===== src/rtl/core/rtcte_pkg.sv =====
// Shared package for the clock-chip snapshot to epoch-seconds converter.
// Holds pipeline depth, calendar constants, register indexes and the byte decode.
// No dependencies.
package rtcte_pkg;

   // pipeline depth, output register included
   localparam int NumStages = 7;

   // configuration register indexes
   localparam int CsrIndexWidth = 2;
   localparam logic [CsrIndexWidth-1:0] CsrBcdMode   = 2'd0;
   localparam logic [CsrIndexWidth-1:0] CsrHour24Mode = 2'd1;

   // calendar constants
   localparam logic [7:0]  HourNoon    = 8'd12;
   localparam logic [7:0]  MonthsYear  = 8'd12;
   localparam logic [14:0] YearBias    = 15'd399;     // year - 1 + 400
   localparam logic [12:0] Recip25     = 13'd5243;    // ceil(2^17 / 25)
   localparam int          RecipShift  = 17;
   // 146097 (400-year bias) + 719162 (days before 1970) + 1 (day - 1)
   localparam logic [31:0] DayOffset   = 32'd865260;
   localparam logic [31:0] SecPerDay   = 32'd86400;

   typedef struct packed {
      logic [NumStages-1:0] load;
      logic [NumStages-1:0] valid;
   } pipe_ctl_type;

   // BCD: high nibble times ten plus low nibble, non-decimal nibbles kept as weighted
   function automatic logic [7:0] decode_byte(input logic bcd, input logic [7:0] b);
      logic [7:0] hi;
      hi = {4'b0000, b[7:4]};
      if (bcd) begin
         return (hi << 3) + (hi << 1) + {4'b0000, b[3:0]};
      end
      return b;
   endfunction

   // days before the first of month (index 0 = January, 12 = full year)
   function automatic logic [8:0] month_start(input logic [3:0] idx);
      logic [8:0] d;
      unique case (idx)
         4'd0:    d = 9'd0;
         4'd1:    d = 9'd31;
         4'd2:    d = 9'd59;
         4'd3:    d = 9'd90;
         4'd4:    d = 9'd120;
         4'd5:    d = 9'd151;
         4'd6:    d = 9'd181;
         4'd7:    d = 9'd212;
         4'd8:    d = 9'd243;
         4'd9:    d = 9'd273;
         4'd10:   d = 9'd304;
         4'd11:   d = 9'd334;
         default: d = 9'd365;
      endcase
      return d;
   endfunction

endpackage


===== src/rtl/core/rtcte_pipe_ctl.sv =====
// Valid and load control for the converter pipeline, stalls propagate per stage.
// Depends on rtcte_pkg (NumStages, pipe_ctl_type).
module rtcte_pipe_ctl (
   input  logic                  clock,
   input  logic                  reset,
   input  logic                  in_valid,
   input  logic                  out_stall,
   output rtcte_pkg::pipe_ctl_type ctl
);

   logic [rtcte_pkg::NumStages-1:0] valid_ff;
   logic [rtcte_pkg::NumStages-1:0] valid_in;
   logic [rtcte_pkg::NumStages-1:0] load;

   // a stage loads when empty or when the stage after it moves on
   always_comb begin
      load[rtcte_pkg::NumStages-1] = !valid_ff[rtcte_pkg::NumStages-1] || !out_stall;
      for (int k = rtcte_pkg::NumStages - 2; k >= 0; k--) begin
         load[k] = !valid_ff[k] || load[k+1];
      end
   end

   // valid bits follow the data
   always_comb begin
      valid_in = valid_ff;
      if (load[0]) begin
         valid_in[0] = in_valid;
      end
      for (int k = 1; k < rtcte_pkg::NumStages; k++) begin
         if (load[k]) begin
            valid_in[k] = valid_ff[k-1];
         end
      end
   end

   always_ff @(posedge clock) begin
      if (reset) begin
         valid_ff <= '0;
      end else begin
         valid_ff <= valid_in;
      end
   end

   assign ctl.load  = load;
   assign ctl.valid = valid_ff;

endmodule


===== src/rtl/core/rtc_time_to_epoch_seconds.sv =====
// Converts raw clock-chip date and time bytes to 32-bit Unix seconds.
// Depends on rtcte_pkg and rtcte_pipe_ctl.
//
// Usage:
//   Input channel req_*: one snapshot (century, year, month, day, hour,
//   minute, second bytes) is taken at an edge with req_valid high and
//   req_stall low. Result channel rsp_*: rsp_epoch_seconds is taken at an
//   edge with rsp_valid high and rsp_stall low.
//   Config channel csr_*: csr_ready is always high; index 0 = bcd_mode,
//   index 1 = hour_24_mode, bit 0 of csr_wdata is written. Write only
//   while the pipeline is empty.
// Timing:
//   Seven register stages (decode, year, reciprocal divide by 100, day
//   and time-of-day sums, epoch offset, day multiply, final add). rsp_valid
//   rises once an item reaches the final add register; one item per cycle
//   while req_stall is low.
// Reset: empties the pipeline and sets both mode bits to 1 (BCD, 24-hour).
// Stall: when rsp_stall holds a result, stages behind it keep filling
//   their bubbles; req_stall rises only once every stage holds an item.
module rtc_time_to_epoch_seconds (
   input  logic                                 clock,
   input  logic                                 reset,
   // input snapshot
   input  logic                                 req_valid,
   output logic                                 req_stall,
   input  logic [7:0]                           req_raw_century,
   input  logic [7:0]                           req_raw_year,
   input  logic [7:0]                           req_raw_month,
   input  logic [7:0]                           req_raw_day,
   input  logic [7:0]                           req_raw_hour,
   input  logic [7:0]                           req_raw_minute,
   input  logic [7:0]                           req_raw_second,
   // result
   output logic                                 rsp_valid,
   input  logic                                 rsp_stall,
   output logic [31:0]                          rsp_epoch_seconds,
   // configuration writes
   input  logic                                 csr_valid,
   output logic                                 csr_ready,
   input  logic [rtcte_pkg::CsrIndexWidth-1:0]  csr_index,
   input  logic                                 csr_wdata
);

   rtcte_pkg::pipe_ctl_type ctl;

   // ---------------- configuration ----------------
   logic bcd_mode_ff, bcd_mode_in;
   logic hour_24_mode_ff, hour_24_mode_in;
   logic csr_write;

   assign csr_ready = 1'b1;
   assign csr_write = csr_valid && csr_ready;

   always_comb begin
      bcd_mode_in     = bcd_mode_ff;
      hour_24_mode_in = hour_24_mode_ff;
      if (csr_write) begin
         unique case (csr_index)
            rtcte_pkg::CsrBcdMode:    bcd_mode_in     = csr_wdata;
            rtcte_pkg::CsrHour24Mode: hour_24_mode_in = csr_wdata;
            default: ;
         endcase
      end
   end

   always_ff @(posedge clock) begin
      if (reset) begin
         bcd_mode_ff     <= 1'b1;
         hour_24_mode_ff <= 1'b1;
      end else begin
         bcd_mode_ff     <= bcd_mode_in;
         hour_24_mode_ff <= hour_24_mode_in;
      end
   end

   // ---------------- pipeline control ----------------
   rtcte_pipe_ctl u_pipe_ctl (
      .clock     (clock),
      .reset     (reset),
      .in_valid  (req_valid),
      .out_stall (rsp_stall),
      .ctl       (ctl)
   );

   assign req_stall = !ctl.load[0];
   assign rsp_valid = ctl.valid[rtcte_pkg::NumStages-1];

   // ---------------- stage 1: byte decode, hour fixup, month index ----------------
   logic [7:0] s1_cent_ff, s1_cent_in;
   logic [7:0] s1_year_ff, s1_year_in;
   logic [3:0] s1_idx_ff, s1_idx_in;
   logic [7:0] s1_day_ff, s1_day_in;
   logic [7:0] s1_hour_ff, s1_hour_in;
   logic [7:0] s1_min_ff, s1_min_in;
   logic [7:0] s1_sec_ff, s1_sec_in;
   logic [7:0] month_dec;
   logic [7:0] hour_12;

   assign s1_cent_in = rtcte_pkg::decode_byte(bcd_mode_ff, req_raw_century);
   assign s1_year_in = rtcte_pkg::decode_byte(bcd_mode_ff, req_raw_year);
   assign s1_day_in  = rtcte_pkg::decode_byte(bcd_mode_ff, req_raw_day);
   assign s1_min_in  = rtcte_pkg::decode_byte(bcd_mode_ff, req_raw_minute);
   assign s1_sec_in  = rtcte_pkg::decode_byte(bcd_mode_ff, req_raw_second);
   assign month_dec  = rtcte_pkg::decode_byte(bcd_mode_ff, req_raw_month);
   // PM flag stripped before decode in 12-hour mode
   assign hour_12    = rtcte_pkg::decode_byte(bcd_mode_ff, {1'b0, req_raw_hour[6:0]});

   // month zero counts no months, above twelve counts a full year
   always_comb begin
      priority if (month_dec == 8'd0) begin
         s1_idx_in = 4'd0;
      end else if (month_dec > rtcte_pkg::MonthsYear) begin
         s1_idx_in = rtcte_pkg::MonthsYear[3:0];
      end else begin
         s1_idx_in = 4'(month_dec - 8'd1);
      end
   end

   // 12 AM is hour 0, 12 PM stays 12, other PM hours add 12
   always_comb begin
      priority if (hour_24_mode_ff) begin
         s1_hour_in = rtcte_pkg::decode_byte(bcd_mode_ff, req_raw_hour);
      end else if (hour_12 == rtcte_pkg::HourNoon) begin
         s1_hour_in = req_raw_hour[7] ? rtcte_pkg::HourNoon : 8'd0;
      end else begin
         s1_hour_in = req_raw_hour[7] ? hour_12 + rtcte_pkg::HourNoon : hour_12;
      end
   end

   always_ff @(posedge clock) begin
      if (ctl.load[0]) begin
         s1_cent_ff <= s1_cent_in;
         s1_year_ff <= s1_year_in;
         s1_idx_ff  <= s1_idx_in;
         s1_day_ff  <= s1_day_in;
         s1_hour_ff <= s1_hour_in;
         s1_min_ff  <= s1_min_in;
         s1_sec_ff  <= s1_sec_in;
      end
   end

   // ---------------- stage 2: full year, month start days ----------------
   logic [14:0] s2_year_ff, s2_year_in;
   logic [8:0]  s2_ms_ff, s2_ms_in;
   logic [7:0]  s2_day_ff, s2_hour_ff, s2_min_ff, s2_sec_ff;

   assign s2_year_in = 15'(s1_cent_ff) * 15'd100 + 15'(s1_year_ff);
   assign s2_ms_in   = rtcte_pkg::month_start(s1_idx_ff);

   always_ff @(posedge clock) begin
      if (ctl.load[1]) begin
         s2_year_ff <= s2_year_in;
         s2_ms_ff   <= s2_ms_in;
         s2_day_ff  <= s1_day_ff;
         s2_hour_ff <= s1_hour_ff;
         s2_min_ff  <= s1_min_ff;
         s2_sec_ff  <= s1_sec_ff;
      end
   end

   // ---------------- stage 3: divide by 100 through reciprocal of 25 ----------------
   logic [14:0] s3_n_ff, s3_n_in;
   logic [14:0] s3_year_ff;
   logic [8:0]  s3_qn_ff, s3_qn_in;
   logic [8:0]  s3_qy_ff, s3_qy_in;
   logic [8:0]  s3_ms_ff;
   logic [7:0]  s3_day_ff, s3_hour_ff, s3_min_ff, s3_sec_ff;
   logic [25:0] qn_prod, qy_prod;

   assign s3_n_in  = s2_year_ff + rtcte_pkg::YearBias;
   // x / 100 = (x >> 2) / 25, exact for (x >> 2) below 43690
   assign qn_prod  = 26'(s3_n_in[14:2]) * 26'(rtcte_pkg::Recip25);
   assign qy_prod  = 26'(s2_year_ff[14:2]) * 26'(rtcte_pkg::Recip25);
   assign s3_qn_in = qn_prod[rtcte_pkg::RecipShift +: 9];
   assign s3_qy_in = qy_prod[rtcte_pkg::RecipShift +: 9];

   always_ff @(posedge clock) begin
      if (ctl.load[2]) begin
         s3_n_ff    <= s3_n_in;
         s3_year_ff <= s2_year_ff;
         s3_qn_ff   <= s3_qn_in;
         s3_qy_ff   <= s3_qy_in;
         s3_ms_ff   <= s2_ms_ff;
         s3_day_ff  <= s2_day_ff;
         s3_hour_ff <= s2_hour_ff;
         s3_min_ff  <= s2_min_ff;
         s3_sec_ff  <= s2_sec_ff;
      end
   end

   // ---------------- stage 4: leap rule, whole-year days, time of day ----------------
   logic [23:0] s4_dby_ff, s4_dby_in;
   logic        s4_leap_ff, s4_leap_in;
   logic [19:0] s4_tod_ff, s4_tod_in;
   logic [8:0]  s4_ms_ff;
   logic [7:0]  s4_day_ff;
   logic [14:0] year_rem100;

   assign year_rem100 = s3_year_ff - 15'(s3_qy_ff) * 15'd100;
   // leap adjustment applies only once February is past
   assign s4_leap_in  = (s3_year_ff[1:0] == 2'b00)
                      && ((year_rem100 != 15'd0) || (s3_qy_ff[1:0] == 2'b00))
                      && (s3_ms_ff >= rtcte_pkg::month_start(4'd2));
   // 365 n + n/4 - n/100 + n/400, bias constant folded in later
   assign s4_dby_in   = 24'(s3_n_ff) * 24'd365 + 24'(s3_n_ff[14:2])
                      - 24'(s3_qn_ff) + 24'(s3_qn_ff[8:2]);
   assign s4_tod_in   = 20'(s3_hour_ff) * 20'd3600 + 20'(s3_min_ff) * 20'd60
                      + 20'(s3_sec_ff);

   always_ff @(posedge clock) begin
      if (ctl.load[3]) begin
         s4_dby_ff  <= s4_dby_in;
         s4_leap_ff <= s4_leap_in;
         s4_tod_ff  <= s4_tod_in;
         s4_ms_ff   <= s3_ms_ff;
         s4_day_ff  <= s3_day_ff;
      end
   end

   // ---------------- stage 5: day count from the epoch, modulo 2^32 ----------------
   logic [31:0] s5_days_ff, s5_days_in;
   logic [19:0] s5_tod_ff;

   assign s5_days_in = 32'(s4_dby_ff) + 32'(s4_ms_ff) + 32'(s4_day_ff)
                     + 32'(s4_leap_ff) - rtcte_pkg::DayOffset;

   always_ff @(posedge clock) begin
      if (ctl.load[4]) begin
         s5_days_ff <= s5_days_in;
         s5_tod_ff  <= s4_tod_ff;
      end
   end

   // ---------------- stage 6: days to seconds ----------------
   logic [31:0] s6_prod_ff, s6_prod_in;
   logic [19:0] s6_tod_ff;

   assign s6_prod_in = s5_days_ff * rtcte_pkg::SecPerDay;

   always_ff @(posedge clock) begin
      if (ctl.load[5]) begin
         s6_prod_ff <= s6_prod_in;
         s6_tod_ff  <= s5_tod_ff;
      end
   end

   // ---------------- stage 7: output register ----------------
   logic [31:0] s7_secs_ff, s7_secs_in;

   assign s7_secs_in = s6_prod_ff + 32'(s6_tod_ff);

   always_ff @(posedge clock) begin
      if (ctl.load[6]) begin
         s7_secs_ff <= s7_secs_in;
      end
   end

   assign rsp_epoch_seconds = s7_secs_ff;

   // ---------------- assertions ----------------
`ifndef SYNTH
   // an item next to the output moves into it unless the output is held
   a_advance: assert property (@(posedge clock) disable iff (reset)
      ctl.valid[rtcte_pkg::NumStages-2] && !(rsp_valid && rsp_stall) |=> rsp_valid)
      else $error("pipeline item failed to reach output register");

   // input is only held back once every stage is occupied
   a_no_false_stall: assert property (@(posedge clock) disable iff (reset)
      !(&ctl.valid) |-> !req_stall)
      else $error("input stalled while pipeline has a bubble");

   // reset empties the pipeline
   a_reset_empty: assert property (@(posedge clock)
      reset |=> !rsp_valid)
      else $error("result valid right after reset");

   // mode register takes the written bit
   a_bcd_write: assert property (@(posedge clock) disable iff (reset)
      csr_valid && csr_ready && (csr_index == rtcte_pkg::CsrBcdMode)
      |=> bcd_mode_ff == $past(csr_wdata))
      else $error("bcd mode write lost");
`endif

endmodule


===== config.mk =====
export PLATFORM = sky130hd
export DESIGN_NAME = rtc_time_to_epoch_seconds
export DESIGN_NICKNAME = d
export VERILOG_FILES = /design/src/rtl/core/rtcte_pkg.sv /design/src/rtl/core/rtcte_pipe_ctl.sv /design/src/rtl/core/rtc_time_to_epoch_seconds.sv
export SDC_FILE = /design/constraint.sdc
export NUM_CORES = 2
export LEC_CHECK = 0
export BUFFER_PORTS_ARGS = -buffer_cell sky130_fd_sc_hd__buf_2
export CORE_MARGIN = 2
export CORE_UTILIZATION = 45
export CTS_CLUSTER_DIAMETER = 60
export DETAILED_ROUTE_END_ITERATION = 8
export SYNTH_ARGS = -nofsm -noshare
export SYNTH_HDL_FRONTEND = slang
export SYNTH_SLANG_ARGS = --single-unit

===== constraint.sdc =====
create_clock -name clock -period 10.2 [get_ports clock]
set_clock_uncertainty 0.15 [all_clocks]
set_input_delay 0.51 -clock clock [delete_from_list [all_inputs] [get_ports clock]]
set_output_delay 0.51 -clock clock [all_outputs]
set_load 0.005 [all_outputs]

==> flow_summary.yaml <==
synthesis:
  yosys_warnings: 0
  ys_seq_area_share_pct: 33.88
  synth_edf_count: 381
  syn_area_sq_mm: 0.03430
  async_flop_share_pct: 0
  synth_ff_type: "edfxtp_1"
  syn_area_per_cell_sq_um: 11.56
  syn-instance-count: 2967
  synth_seq_cells: 390
  synth_nets: 3943
  synth.distinct_cells: 72
hold_path:
  min_path_type: "input port to register"
worst_setup_path:
  reg2reg_depth: 26
  timing.rr.start: "s2_year_ff[3]"
  cp_common_cell: "inv_1"
  r2r-end: "s3_qn_ff[8]"
  critPathSlowestCell: "xnor2_1"
  required_ns: 10.40
  cp.arrival_ns: 8.02
  rrSetupSlack_ns: 2.37
  crit_start: "s2_year_ff[3]"
  cp_max_fo: 6
  startpoint_type: "register"
  crit_path_end: "s3_qn_ff[8]"
  end_kind: "register"
  crit_path_max_incr_delay_ns: 0.58
  crit_type: "register to register"
die:
  dieArea_sq_mm: 0.07845
  start_util_pct: 45.32
  core_area_sq_mm: 0.07570
  chipHeight_um: 280.1
  rows: 101
  fp.dieW_um: 280.1
  ios: 99
clock_network:
  cts_tree: "built"
  h-tree-depth: 2
  clk_path_buf_depth: 3
  numCtsBuffers: 49
  clk_pin_slew_worst_paths_ns: 0.06
  cts_resized: 0
  worstSkewPairLatency_ns: 0.60
  clock_tree.root_cell: "clkbuf_16"
  cts_hold_buffers: 9
  postCtsSetupBuffers: 0
  cts.sinks: 390
global_routing:
  grtUsageTotal_pct: 16.53
  grt_pass1_wl_mm: 106.7
  grt_overflow_total: 0
  grt_pass1_vias: 22010
  antenna_found_initial: 3
  grt_max_degree: 69
layout:
  layout_common_cells: "649 x inv_1, 609 x ha_1, 381 x edfxtp_1"
  syn_to_final_growth_pct: 10.40
  final_nets: 4098
  final_common_cell: "inv_1"
  drive_above_1_share_pct: 7.717
detailed_routing:
  dr_wl_met3_mm: 1.729
  first_pass_iters: 5
  dr_wl_met2_mm: 30.33
  top_layer: "met5"
  routedWlPerCell_um: 15.01
  drtIter0Drc: 768
  vias: 20570
  drc: 0
  vias_per_cell: 4.967
  finalWirelength_mm: 62.16
  wl_met1_mm: 28.87
  ant_nets: 0
timing:
  report.final.slew_viol_count: 0
  final_hold_viol_count: 0
  setup-violations-final: 0
  rsz0062_at_grt: "false"
  fmax_mhz: 127.8
  fin_crit_sh_pct: 76.74
  fin_setup_tns_ns: 0
  fin_crit_ns: 7.827
  worst_slew_pin_slew_ns: 1.068
  relSlewSlack_pct: 28.58
placement:
  globalplace.congestion: 0.8574
  portBuffers: 97
  dp_hpwl_mm: 51.95
job:
  max-cap-violations: 0
outcome:
  status: "completed"
==> sequential cells by signal, summed over array words and instances, names as in the netlist, 9 cells and up <==
register and cells:
s3_qn_ff 9, s6_tod_ff 20, s3_n_ff 15, s5_days_ff 25
rsp_epoch_seconds 32, s5_tod_ff 20, s3_ms_ff 9, s3_year_ff 15
s4_dby_ff 24, s4_ms_ff 9, s2_ms_ff 9, s3_qy_ff 9
s4_tod_ff 20, s2_year_ff 15, s6_prod_ff 25
==> logic make-up after synthesis <==
logic type / synth area share, %
multiplexers: 1.061
AO/OA/AOI/OAI: 7.113
XOR/XNOR: 5.132
AND/OR/NAND/NOR: 5.610
adder cells (fa/ha/maj): 39.90
other: 0.01093
buffers and inverters: 7.299
flip-flops: 33.88
==> cell type report <==
type,count,area (sq um)
fillers,6692,37830
multi-input cells,1911,20190
flip-flops and latches,390,11620
inverters,650,2440
clock buffers,49,1226
well taps,978,1224
repair buffers,120,680.7
clock inverters,42,478.0
diodes,2,5.005
==> critical path, delay by kind of cell (launching register included) <==
| family | cells | cell delay [ns] |
|---|---|---|
| buf+inv | 6 | 0.69 |
| flops | 1 | 0.50 |
| fa+ha+maj | 7 | 2.89 |
| compound gates | 7 | 2.09 |
| xor+xnor | 2 | 0.68 |
| simple gates | 4 | 0.55 |
==> through the flow <==
step           util (%)  cell area (sq um)  std cells  worst slack (ns)  hold WS (ns)
5_1_grt           50.02              37860       4140             1.715       0.03824
4_1_cts           50.02              37860       4140             2.347       0.02966
2_1_floorplan         -              34300       2967             3.214        0.2503
3_5_place_dp      47.65              36070       4040             2.374        0.2545
3_3_place_gp      47.65              36070       4040             2.488        0.2501
6_report          50.03              37870       4142             2.373       0.06713
==> cells in the mapped netlist, drive strengths merged (27+ instances only) <==
| cell | number | share of area (%) |
|---|---|---|
| nand2 | 66 | 0.72 |
| inv | 650 | 7.1 |
| edfxtp | 381 | 33 |
| nor3 | 44 | 0.64 |
| ha | 609 | 22 |
| nand3 | 35 | 0.51 |
| a21o | 43 | 0.94 |
| nor2 | 108 | 1.2 |
| fa | 303 | 18 |
| a21oi | 125 | 1.9 |
| and3 | 28 | 0.51 |
| xnor2 | 150 | 3.8 |
| xor2 | 51 | 1.3 |
| mux2 | 27 | 0.89 |
| o21ai | 70 | 1.0 |
==> how the worst min path moves through the flow <==
stage | start | slack [ns] | cells after the start | end
after global placement | s2_hour_ff[6] | 0.25 | 0 | s3_hour_ff[6]
final | req_raw_month[0] | 0.07 | 2 | s1_idx_ff[0]
after detailed placement | s1_min_ff[7] | 0.25 | 0 | s2_min_ff[7]
after CTS | req_raw_month[0] | 0.03 | 2 | s1_idx_ff[0]
after global routing | req_raw_month[0] | 0.04 | 2 | s1_idx_ff[0]
after floorplan | s6_tod_ff[0] | 0.25 | 0 | rsp_epoch_seconds[0]
==> metal layers <==
layer	vias up	GRT usage, %
met4	4	3.976
met5	-	0
li1	10320	-
met1	9961	21.74
met3	74	2.248
met2	213	28.85
Power is not shown: default switching activity piles up to over one toggle a cycle in this logic, so the estimate is an artifact.
